===== src/detector_channel_to_pixel_mapper_macros.svh =====
// assertion macros for the detector channel to pixel mapper
// expects clk and rst_n in the scope of each use
`ifndef DETECTOR_CHANNEL_TO_PIXEL_MAPPER_MACROS_SVH
`define DETECTOR_CHANNEL_TO_PIXEL_MAPPER_MACROS_SVH

// same-cycle implication
`define DCPM_ASSERT_NOW(name, ante, cons) \
    name: assert property (@(posedge clk) disable iff (!rst_n) (ante) |-> (cons)) \
        else $error("dcpm same-cycle check failed");

// next-cycle implication
`define DCPM_ASSERT_NEXT(name, ante, cons) \
    name: assert property (@(posedge clk) disable iff (!rst_n) (ante) |=> (cons)) \
        else $error("dcpm next-cycle check failed");

`endif


===== src/dcpm_pkg.sv =====
// types, constants and connector rom for the detector channel to pixel mapper
// no dependencies
package dcpm_pkg;

    localparam logic [6:0]  LAST_CONNECTED    = 7'd117;
    localparam logic [6:0]  CHANNELS_PER_SLOT = 7'd108;
    localparam logic [11:0] COMPAND_KNEE      = 12'd256;
    localparam logic [6:0]  TOP_ROW           = 7'd71;
    localparam logic [3:0]  PIXELS_PER_PD     = 4'd6;
    localparam logic [5:0]  CONN_ENTRIES      = 6'd48;
    localparam logic [2:0]  ROM_X_MAX         = 3'd5;
    localparam logic [2:0]  ALL_FRAMES_GOOD   = 3'b111;
    localparam logic [3:0]  SEG_RECIP         = 4'd11;

    typedef enum logic [1:0] {
        CFG_OLD_BOARD       = 2'd0,
        CFG_ROTATION_S      = 2'd1,
        CFG_PHOTODETECTOR_X = 2'd2,
        CFG_DROP_BAD_FRAMES = 2'd3
    } cfg_index_t;

    typedef struct packed {
        logic [6:0] raw_channel;
        logic       is_reordered;
        logic       is_sparse;
        logic [1:0] card_slot;
        logic [9:0] sample_one;
        logic [9:0] sample_two;
        logic [9:0] sample_three;
        logic [2:0] frame_flags;
    } in_item_t;

    typedef struct packed {
        logic [6:0]        chip_channel;
        logic signed [7:0] pixel_x;
        logic signed [7:0] pixel_y;
        logic [11:0]       amp_one;
        logic [11:0]       amp_two;
        logic [11:0]       amp_three;
        logic              good;
    } out_item_t;

    typedef struct packed {
        logic [6:0] chan;
        logic [1:0] slot;
        logic       conn;
    } loc_req_t;

    typedef struct packed {
        logic [2:0] rx;
        logic [6:0] ry;
        logic       conn;
    } loc_rsp_t;

    function automatic logic [2:0] rom_even_x(input logic [4:0] idx);
        logic [2:0] x;
        case (idx)
            5'd0:  x = 3'd3;  5'd1:  x = 3'd3;  5'd2:  x = 3'd4;  5'd3:  x = 3'd5;
            5'd4:  x = 3'd4;  5'd5:  x = 3'd3;  5'd6:  x = 3'd5;  5'd7:  x = 3'd4;
            5'd8:  x = 3'd5;  5'd9:  x = 3'd5;  5'd10: x = 3'd4;  5'd11: x = 3'd3;
            5'd12: x = 3'd3;  5'd13: x = 3'd4;  5'd14: x = 3'd5;  5'd15: x = 3'd5;
            5'd16: x = 3'd4;  5'd17: x = 3'd5;  5'd18: x = 3'd3;  5'd19: x = 3'd4;
            5'd20: x = 3'd5;  5'd21: x = 3'd4;  5'd22: x = 3'd3;  5'd23: x = 3'd3;
            default: x = 3'd0;
        endcase
        return x;
    endfunction

    function automatic logic [2:0] rom_even_y(input logic [4:0] idx);
        logic [2:0] y;
        case (idx)
            5'd0:  y = 3'd0;  5'd1:  y = 3'd1;  5'd2:  y = 3'd0;  5'd3:  y = 3'd0;
            5'd4:  y = 3'd1;  5'd5:  y = 3'd2;  5'd6:  y = 3'd1;  5'd7:  y = 3'd2;
            5'd8:  y = 3'd2;  5'd9:  y = 3'd3;  5'd10: y = 3'd3;  5'd11: y = 3'd3;
            5'd12: y = 3'd4;  5'd13: y = 3'd4;  5'd14: y = 3'd4;  5'd15: y = 3'd5;
            5'd16: y = 3'd5;  5'd17: y = 3'd6;  5'd18: y = 3'd5;  5'd19: y = 3'd6;
            5'd20: y = 3'd7;  5'd21: y = 3'd7;  5'd22: y = 3'd6;  5'd23: y = 3'd7;
            default: y = 3'd0;
        endcase
        return y;
    endfunction

    function automatic logic [11:0] compand(input logic [10:0] a);
        logic [11:0] wide;
        wide = {1'b0, a};
        return (wide < COMPAND_KNEE) ? wide : ({a, 1'b0} - COMPAND_KNEE);
    endfunction

endpackage


===== src/dcpm_locate.sv =====
// two-stage connector lookup: segment and rom entry to rom x and row
// depends on dcpm_pkg
module dcpm_locate
(
    input  logic              clk,
    input  dcpm_pkg::loc_req_t req,
    output dcpm_pkg::loc_rsp_t rsp
);

    logic [8:0]           pos_next;
    logic [8:0]           pos_reg;
    logic                 conn_reg;
    logic [8:0]           quot_prod;
    logic [3:0]           seg;
    logic [8:0]           seg_base;
    logic [5:0]           ent;
    logic [2:0]           x_even;
    dcpm_pkg::loc_rsp_t   rsp_next;
    dcpm_pkg::loc_rsp_t   rsp_reg;

    // position within the card
    always_comb
    begin
        pos_next = 9'(req.slot) * 9'(dcpm_pkg::CHANNELS_PER_SLOT) + 9'(req.chan);
    end

    always_ff @(posedge clk)
    begin
        pos_reg  <= pos_next;
        conn_reg <= req.conn;
    end

    // divide by 48 as (pos / 16) / 3, third taken by reciprocal
    always_comb
    begin
        quot_prod     = 9'(pos_reg[8:4]) * 9'(dcpm_pkg::SEG_RECIP);
        seg           = quot_prod[8:5];
        seg_base      = 9'(seg) * 9'(dcpm_pkg::CONN_ENTRIES);
        ent           = 6'(pos_reg - seg_base);
        x_even        = dcpm_pkg::rom_even_x(ent[5:1]);
        rsp_next.rx   = ent[0] ? (dcpm_pkg::ROM_X_MAX - x_even) : x_even;
        rsp_next.ry   = {seg[3:0], dcpm_pkg::rom_even_y(ent[5:1])};
        rsp_next.conn = conn_reg;
    end

    always_ff @(posedge clk)
    begin
        rsp_reg <= rsp_next;
    end

    assign rsp = rsp_reg;

endmodule


===== src/detector_channel_to_pixel_mapper.sv =====
// top level of the detector channel to pixel mapper: config registers, pipeline, output
// depends on dcpm_pkg, dcpm_locate and the assertion macro header
//
// Takes one channel sample per clock, every clock, once busy has dropped after
// reset; there is no clearing pass. Four register stages: channel reorder and
// amplitude decode, card position, connector rom lookup, pixel placement. A result
// is strobed on done for one cycle, four cycles after its start, and must be taken
// then. Samples with bad frame flags give no result while drop_bad_frames is set.
// Write configuration only while no transaction is in flight.
`include "detector_channel_to_pixel_mapper_macros.svh"

module detector_channel_to_pixel_mapper
(
    input  logic                clk,
    input  logic                rst_n,
    input  logic                start,
    output logic                busy,
    input  dcpm_pkg::in_item_t  item,
    output logic                done,
    output dcpm_pkg::out_item_t result,
    input  logic                cfg_valid,
    output logic                cfg_ready,
    input  logic [1:0]          cfg_index,
    input  logic [3:0]          cfg_data
);

    logic       busy_reg;
    logic       old_board_reg;
    logic       rotation_s_reg;
    logic [3:0] photodetector_x_reg;
    logic       drop_bad_frames_reg;

    logic        accept;
    logic        good_next;
    logic        v1_next;
    logic [6:0]  chan_next;
    logic [6:0]  mapped;
    logic        conn_next;
    logic [11:0] amp1_next;
    logic [11:0] amp2_next;
    logic [11:0] amp3_next;

    logic        v1_reg, v2_reg, v3_reg, done_reg;
    logic [6:0]  chan1_reg, chan2_reg, chan3_reg;
    logic [6:0]  mapped1_reg;
    logic [1:0]  slot1_reg;
    logic        conn1_reg;
    logic [11:0] amp1_1_reg, amp2_1_reg, amp3_1_reg;
    logic [11:0] amp1_2_reg, amp2_2_reg, amp3_2_reg;
    logic [11:0] amp1_3_reg, amp2_3_reg, amp3_3_reg;
    logic        good1_reg, good2_reg, good3_reg;

    dcpm_pkg::loc_req_t  loc_req;
    dcpm_pkg::loc_rsp_t  loc_rsp;
    logic [6:0]          pd_offset;
    dcpm_pkg::out_item_t result_next;
    dcpm_pkg::out_item_t result_reg;

    logic drop_check;
    logic x_unconn;
    logic x_in_range;

    // ready once out of reset
    always_ff @(posedge clk or negedge rst_n)
    begin
        if (!rst_n)
            busy_reg <= 1'b1;
        else
            busy_reg <= 1'b0;
    end

    assign busy      = busy_reg;
    assign cfg_ready = !busy_reg;

    always_ff @(posedge clk or negedge rst_n)
    begin
        if (!rst_n)
        begin
            old_board_reg       <= 1'b0;
            rotation_s_reg      <= 1'b0;
            photodetector_x_reg <= 4'd0;
            drop_bad_frames_reg <= 1'b0;
        end
        else if (cfg_valid && cfg_ready)
        begin
            case (dcpm_pkg::cfg_index_t'(cfg_index))
                dcpm_pkg::CFG_OLD_BOARD:       old_board_reg       <= cfg_data[0];
                dcpm_pkg::CFG_ROTATION_S:      rotation_s_reg      <= cfg_data[0];
                dcpm_pkg::CFG_PHOTODETECTOR_X: photodetector_x_reg <= cfg_data;
                dcpm_pkg::CFG_DROP_BAD_FRAMES: drop_bad_frames_reg <= cfg_data[0];
                default: ;
            endcase
        end
    end

    // stage 1: reorder, reverse, cut, decode amplitudes
    always_comb
    begin
        accept    = start && !busy_reg;
        good_next = (item.frame_flags == dcpm_pkg::ALL_FRAMES_GOOD);
        v1_next   = accept && (good_next || !drop_bad_frames_reg);
        chan_next = item.is_reordered ? item.raw_channel
                  : {item.raw_channel[1:0], item.raw_channel[3:2], item.raw_channel[6:4]};
        if (old_board_reg)
        begin
            mapped    = chan_next;
            conn_next = (chan_next < dcpm_pkg::CHANNELS_PER_SLOT);
        end
        else
        begin
            mapped    = dcpm_pkg::LAST_CONNECTED - chan_next;
            conn_next = (chan_next <= dcpm_pkg::LAST_CONNECTED) &&
                        (mapped < dcpm_pkg::CHANNELS_PER_SLOT);
        end
        if (item.is_sparse)
        begin
            amp1_next = dcpm_pkg::compand({item.sample_one, 1'b0});
            amp2_next = dcpm_pkg::compand({item.sample_two, 1'b0});
            amp3_next = dcpm_pkg::compand({1'b0, item.sample_three});
        end
        else
        begin
            amp1_next = {2'b00, item.sample_one};
            amp2_next = {2'b00, item.sample_two};
            amp3_next = {2'b00, item.sample_three};
        end
    end

    always_ff @(posedge clk or negedge rst_n)
    begin
        if (!rst_n)
        begin
            v1_reg   <= 1'b0;
            v2_reg   <= 1'b0;
            v3_reg   <= 1'b0;
            done_reg <= 1'b0;
        end
        else
        begin
            v1_reg   <= v1_next;
            v2_reg   <= v1_reg;
            v3_reg   <= v2_reg;
            done_reg <= v3_reg;
        end
    end

    always_ff @(posedge clk)
    begin
        chan1_reg   <= chan_next;
        mapped1_reg <= mapped;
        slot1_reg   <= item.card_slot;
        conn1_reg   <= conn_next;
        amp1_1_reg  <= amp1_next;
        amp2_1_reg  <= amp2_next;
        amp3_1_reg  <= amp3_next;
        good1_reg   <= good_next;
        chan2_reg   <= chan1_reg;
        amp1_2_reg  <= amp1_1_reg;
        amp2_2_reg  <= amp2_1_reg;
        amp3_2_reg  <= amp3_1_reg;
        good2_reg   <= good1_reg;
        chan3_reg   <= chan2_reg;
        amp1_3_reg  <= amp1_2_reg;
        amp2_3_reg  <= amp2_2_reg;
        amp3_3_reg  <= amp3_2_reg;
        good3_reg   <= good2_reg;
    end

    // stages 2 and 3: connector lookup
    assign loc_req.chan = mapped1_reg;
    assign loc_req.slot = slot1_reg;
    assign loc_req.conn = conn1_reg;

    dcpm_locate u_locate
    (
        .clk (clk),
        .req (loc_req),
        .rsp (loc_rsp)
    );

    // stage 4: flips and photodetector offset
    always_comb
    begin
        pd_offset                = 7'(photodetector_x_reg) * 7'(dcpm_pkg::PIXELS_PER_PD);
        result_next.chip_channel = chan3_reg;
        result_next.amp_one      = amp1_3_reg;
        result_next.amp_two      = amp2_3_reg;
        result_next.amp_three    = amp3_3_reg;
        result_next.good         = good3_reg;
        if (!loc_rsp.conn)
        begin
            result_next.pixel_x = 8'hFF;
            result_next.pixel_y = 8'hFF;
        end
        else if (rotation_s_reg)
        begin
            result_next.pixel_x = 8'(7'(loc_rsp.rx) + pd_offset);
            result_next.pixel_y = 8'(dcpm_pkg::TOP_ROW - loc_rsp.ry);
        end
        else
        begin
            result_next.pixel_x = 8'(7'(dcpm_pkg::ROM_X_MAX - loc_rsp.rx) + pd_offset);
            result_next.pixel_y = 8'(loc_rsp.ry);
        end
    end

    always_ff @(posedge clk)
    begin
        result_reg <= result_next;
    end

    assign done   = done_reg;
    assign result = result_reg;

    assign drop_check = accept && drop_bad_frames_reg && !good_next;
    assign x_unconn   = (result_reg.pixel_x == 8'hFF);
    assign x_in_range = !result_reg.pixel_x[7] && (result_reg.pixel_x[6:0] <= 7'd95);

    `DCPM_ASSERT_NEXT(a_drop_bad, drop_check, !v1_reg)
    `DCPM_ASSERT_NEXT(a_flow, v3_reg, done_reg)
    `DCPM_ASSERT_NOW(a_unconn_pair, done_reg && x_unconn, result_reg.pixel_y == 8'hFF)
    `DCPM_ASSERT_NOW(a_x_range, done_reg, x_unconn || x_in_range)
    `DCPM_ASSERT_NOW(a_good_kept, done_reg && !result_reg.good, !drop_bad_frames_reg)

endmodule


===== config.mk =====
export PLATFORM = sky130hd
export DESIGN_NAME = detector_channel_to_pixel_mapper
export DESIGN_NICKNAME = d
export VERILOG_FILES = /design/src/dcpm_pkg.sv /design/src/dcpm_locate.sv /design/src/detector_channel_to_pixel_mapper.sv
export VERILOG_INCLUDE_DIRS = /design/src /design/src/src
export SDC_FILE = /design/constraint.sdc
export NUM_CORES = 1
export LEC_CHECK = 0
export CAP_MARGIN = 10
export CORE_MARGIN = 8
export CORE_UTILIZATION = 55
export CTS_CLUSTER_DIAMETER = 40
export CTS_CLUSTER_SIZE = 8
export DETAILED_ROUTE_END_ITERATION = 10
export DONT_BUFFER_PORTS = 1
export PLACE_DENSITY = 0.8
export SLEW_MARGIN = 10
export SYNTH_ARGS = -nofsm -noshare
export SYNTH_HDL_FRONTEND = slang
export SYNTH_SLANG_ARGS = --single-unit

===== constraint.sdc =====
create_clock -name clk -period 2.94 [get_ports clk]
set_input_delay 0.294 -clock clk [delete_from_list [all_inputs] [get_ports clk]]
set_output_delay 0.294 -clock clk [all_outputs]
set_load 0.005 [all_outputs]

# == Yosys cells after proc, flatten, opt, wreduce, memory -nomap -nowiden ==
# Memory sizes are Yosys's and may differ from the RTL's. A register that Yosys moved wholly into a read port is not among the register bits.
# Cells that the tools add are included.
# op_classes
magnitude_cmp,6
muxes,11
n_eq_ne,4
bitwise_logic,1
add_sub_neg,11
reduce_logical,15
mul,4
# op_table
operator,n
$mux 10,4
$sub 12x9->12 const B,2
$lt 11x9->1 const B,2
$mux 11,2
$mux 16,1
$lt 7x7->1 const B,2
$mux 7,2
$sub 11x9->12 const B,1
$lt 10x9->1 const B,1
$add 9x7->9,1
$mul 5x4->9 const B,1
$add 3x7->8,1
$add 7x7->8,1
$reduce_and 2->1,4
$sub 7x7->8 const A,1
$le 7x7->1 const B,1
$mul 2x5->7 const B,1
$sub 7x7->7 const A,1
$mul 4x2->6 const B,1
$reduce_or 2->1,3
$sub 6x6->6,1
$eq 2x2->1 const B,2
$logic_and 1x1->1,4
$mul 4x2->2 const B,1
other kinds (10),11
# word_totals
input_bits,54
romBits,192
ff_bits,235
elab_cells,98
memories,2
# mem_list
name,words,word_bits,read_ports,rd_ports_with_merged_regs,write_ports,line_no,text
(name not given),32,3,1,0,0,dcpm_pkg.sv:57,case (idx)
(name not given),32,3,1,1,0,dcpm_pkg.sv:71,case (idx)

# == Depth between registers and ports, before layout ==
# An unclocked memory read counts as a cell.
# depth
ltp_word,6
ltp_mapped,13

# == Modules after synthesis ==
# Synthesis repeated with hierarchy kept, for this count alone.
# unflattened
hier_cells,603
hier_area_um2,7519.7
# by_module_without_submodules
mod,n_inst,cells_per_inst,area_per_inst_um2
detector_channel_to_pixel_mapper,1,459,6057.1
dcpm_locate,1,144,1462.7

# == Worst setup path before layout ==
# Ideal clock, no wire load.
# synth_path
path_type,reg2reg
start,register u_locate.pos_reg[5]
end,"register u_locate.rsp_reg, in the netlist u_locate.rsp[10]"
synth_period_minus_slack_ns,3.168
path_slack_ns,-0.228
arrival_time_ns,3.093
stages_incl_launch_ff,13
setup_time_ns,0.075
path_buffers,0
cell_sequence,dfxtp_1 ha_1 fa_1 ha_1 inv_1 o21ba_2 xnor2_1 ha_1 xnor2_1 xnor2_2 xnor2_4 mux2_4 o22ai_1
# synth_lines
element,line_no,text
from (decl),dcpm_locate.sv:11,logic [8:0] pos_reg;
from (signal assigned),dcpm_locate.sv:29,pos_reg <= pos_next;
to (signal assigned),dcpm_locate.sv:48,rsp_reg <= rsp_next;
to (decl),dcpm_locate.sv:19,dcpm_pkg::loc_rsp_t rsp_reg;

==> results.tsv <==
stage	metric	value	unit
route	via-per-instance ratio	4.97	
timing	Tmin final	3.05	ns
yosys	Yosys warnings	0	
status	failing checks	negative setup slack	
worst_setup_path	Setup crit start kind	flop	
finish	Area Overhead vs Synth	25.2	%
route	total vias in the final route	4230	
yosys	Yosys top cell by area	dfxtp_1	
worst_setup_path	CP required	3.35	ns
yosys	ys flop type	dfxtp_1	
grt	GRT overflow	0	
clocking	CTS Root Cell	clkbuf_16	
timing	PnR worst setup slack	-0.114	ns
grt	number of global-route vias before repair	4627	
die	# IOs	117	
worst_setup_path	cell-by-cell listing of the critical path	ha_4 > fa_2 > ha_4 > inv_2 > o21ba_4 > xnor2_2 > ha_2 > xnor2_2 > xnor2_2 > xnor2_4 > mux2_4 > o22ai_2	
finish	Final #Nets	766	
die	Die Y	131	um
die	DIE AREA	0.0172	mm2
route	number of DRC markers in iteration 0	264	
route	DR pass1 iterations	4	
grt	first-pass GRT wire length	23100	um
yosys	post-synth cell types	56	
route	# DRC	0	
worst_hold_path	HP Class	input port to flop	
timing	Fmax achieved	327	MHz
yosys	Post-synth EDFFs	0	
placed_design	number of placed cells counting well taps	751	
yosys	synthesized area	0.00729	mm2
run	max cap viols	0	
timing	worst relative slew slack	0.318	
yosys	Post-Synthesis Cells	574	
finish	Non-Filler Instances	851	
timing	Fin. Hold Viols	0	
worst_setup_path	Worst path slowest cell	fa_2	
clocking	CTS tree	yes	
yosys	asr flop ratio synth	0.0515	
worst_setup_path	cell mode on critical path	xnor2_2	
timing	setup TNS	-0.295	ns
yosys	Synth top area share	0.607	
timing	max-slew violation count	0	
die	Site Rows	42	
die	chip width	131	um
yosys	Syn Area/Cell	12.7	um2
clocking	H-tree Lvls	2	
worst_setup_path	Critical Path AT	3.47	ns
clocking	CTS buffer count	36	
placed_design	IO Port Bufs	0	
worst_setup_path	kind of critical path	flop to flop	
yosys	FF+latch count, synth	233	
die	initial core utilization	0.557	
clocking	clock transition at the registers of the reported paths	0.05	ns
finish	share of cells above drive strength 1	0.153	
route	Post-DRT Antenna Nets	0	
clocking	Worst-Skew Late Latency	0.49	ns
worst_setup_path	crit path buf inv count	1	
finish	max reg flops	60	
route	Routed wire per std cell	16.8	um
timing	clock skew	0.0118	ns
worst_setup_path	CP delay by family, top	adder cells	
timing	crit share post-route	1.04	
timing	unrepaired setup endpoints after global routing	yes	
worst_setup_path	crit end category	flop	
clocking	# clock sinks	233	
worst_setup_path	crit-path max cell delay	0.44	ns
grt	GRT Util Overall	0.165	
grt	initial antenna violation count	0	
placed_design	DP Wirelength	8840	um
finish	# diodes	0	
power	Pwr Density	1250	mW/mm2
route	Routed WL	14300	um
power	LEAKAGE	4.01	nW
timing	slew of the pin with the lowest slew margin	1.01	ns
clocking	Longest Clk Path Bufs	3	
grt	largest net degree at the start of global routing	41	
status	status	complete, but fails checks	
worst_setup_path	largest fanout on the critical path	5	
timing	Final setup viols	5	
yosys	sequential cell area fraction in the yosys report	0.648	
yosys	top post-synthesis cells by area	dfxtp_1 61%, ha_1 7.5%, dfrtp_1 3.8%	
placed_design	gp weighted congestion	0.864	
power	maximum vdd drop	0.871	mV
finish	Filler cells	860	
die	CORE AREA	0.0131	mm2
power	total power	11.4	mW
layout by cell type (no fill, tap or decap), types with 5 or more instances in the layout:
cell	synthesis	final
clkbuf_1	9	7
nor2_1	33	33
o21ai_0	14	14
clkbuf_16	0	36
ha_1	44	41
mux2_2	20	20
xnor2_1	24	22
xor2_1	5	5
nand2_1	23	23
nand3_1	5	5
inv_1	38	37
buf_4	0	15
dfxtp_1	221	219
nand2b_1	7	7
dfrtp_1	11	11
a21oi_1	26	26
dlygate4sd3_1	0	46
nor2b_1	11	11
mux2i_1	21	21
cell usage after synthesis, types with 2 or more instances:
cell	instances
dfxtp_1	221
ha_1	44
inv_1	38
nor2_1	33
a21oi_1	26
xnor2_1	24
nand2_1	23
mux2i_1	21
mux2_2	20
o21ai_0	14
dfrtp_1	11
nor2b_1	11
clkbuf_1	9
nand2b_1	7
nand3_1	5
xor2_1	5
fa_1	4
a21o_1	3
o211ai_1	3
o31ai_1	3
a22oi_1	2
and2_1	2
and3_1	2
mux4_2	2
nor3_1	2
nor3_2	2
nor4_1	2
nor4b_1	2
nor4bb_1	2
o21ai_1	2
o21ba_2	2
o22ai_1	2
o311a_1	2
layer usage:
metal	wire length, um	track usage
met3	1100	0.0705
met4	349	0.0639
met1	5410	0.158
met5	0	0
met2	7410	0.304
cell families (layout without fill, tap and decap cells):
family / Yosys count / after routing / synth area share
flip-flops: 233 / 233 / 0.648
AO/OA/AOI/OAI: 68 / 68 / 0.0592
AND/OR/NAND/NOR: 99 / 99 / 0.0700
buffers and inverters: 49 / 149 / 0.0254
XOR/XNOR: 31 / 31 / 0.0408
multiplexers: 45 / 45 / 0.0695
adder cells (fa/ha/maj): 48 / 48 / 0.0865
other: 1 / 2 / 0.000514
per-stage QoR:
stage	cell area, um2	hold slack, ns	utilization	worst slack (ns)
floorplan	7360	-0.00159	-	-0.0875
global placement	7620	-0.00119	0.582	-0.0590
detailed placement	7620	-0.000997	0.582	-0.157
CTS	9100	0.00244	0.695	-0.130
global route	9130	0.000993	0.698	-0.255
finish	9130	0.0131	0.698	-0.114
timing repair:
| item | in CTS | in global routing |
|---|---|---|
| gates resized for setup | 0 | 2 |
| pin swaps | 9 | 11 |
| setup buffers | 1 | 3 |
| gates cloned | 0 | 0 |
| setup endpoints to repair | 6 | 6 |
| hold buffers | 47 | 0 |
| hold endpoints to repair | 58 | 0 |
power breakdown:
group / total, mW / internal, mW / leakage (nW) / switching [mW]
clock: 3.49 / 2.21 / 0.480 / 1.29
combinational: 3.97 / 2.18 / 1.52 / 1.79
sequential: 3.97 / 3.70 / 2.01 / 0.270
worst paths after layout:
path                                     start                endpoint  slack [ns]  cells after the start
max                        u_locate.pos_reg[5]        u_locate.rsp[10]       -0.11                     12
min                                   item[27]           amp1_1_reg[4]        0.01                      2
max reg2reg                u_locate.pos_reg[5]        u_locate.rsp[10]       -0.11                     12
min reg2reg                      amp3_3_reg[2]               result[3]        0.32                      0
max in group asynchronous                rst_n  photodetector_x_reg[2]        2.31                      1
min in group asynchronous                rst_n  photodetector_x_reg[3]        0.25                      1
area by class of cell:
cell class	count	area, um2	share of cell area
Sequential cell	233	4730	0.518
Multi-Input combinational cell	293	2450	0.268
Clock buffer	43	927	0.102
Timing Repair Buffer	62	593	0.0650
Tap cell	176	220	0.0241
Inverter	38	143	0.0156
Clock inverter	6	65.1	0.00713
(Power assumes the default switching activity.)
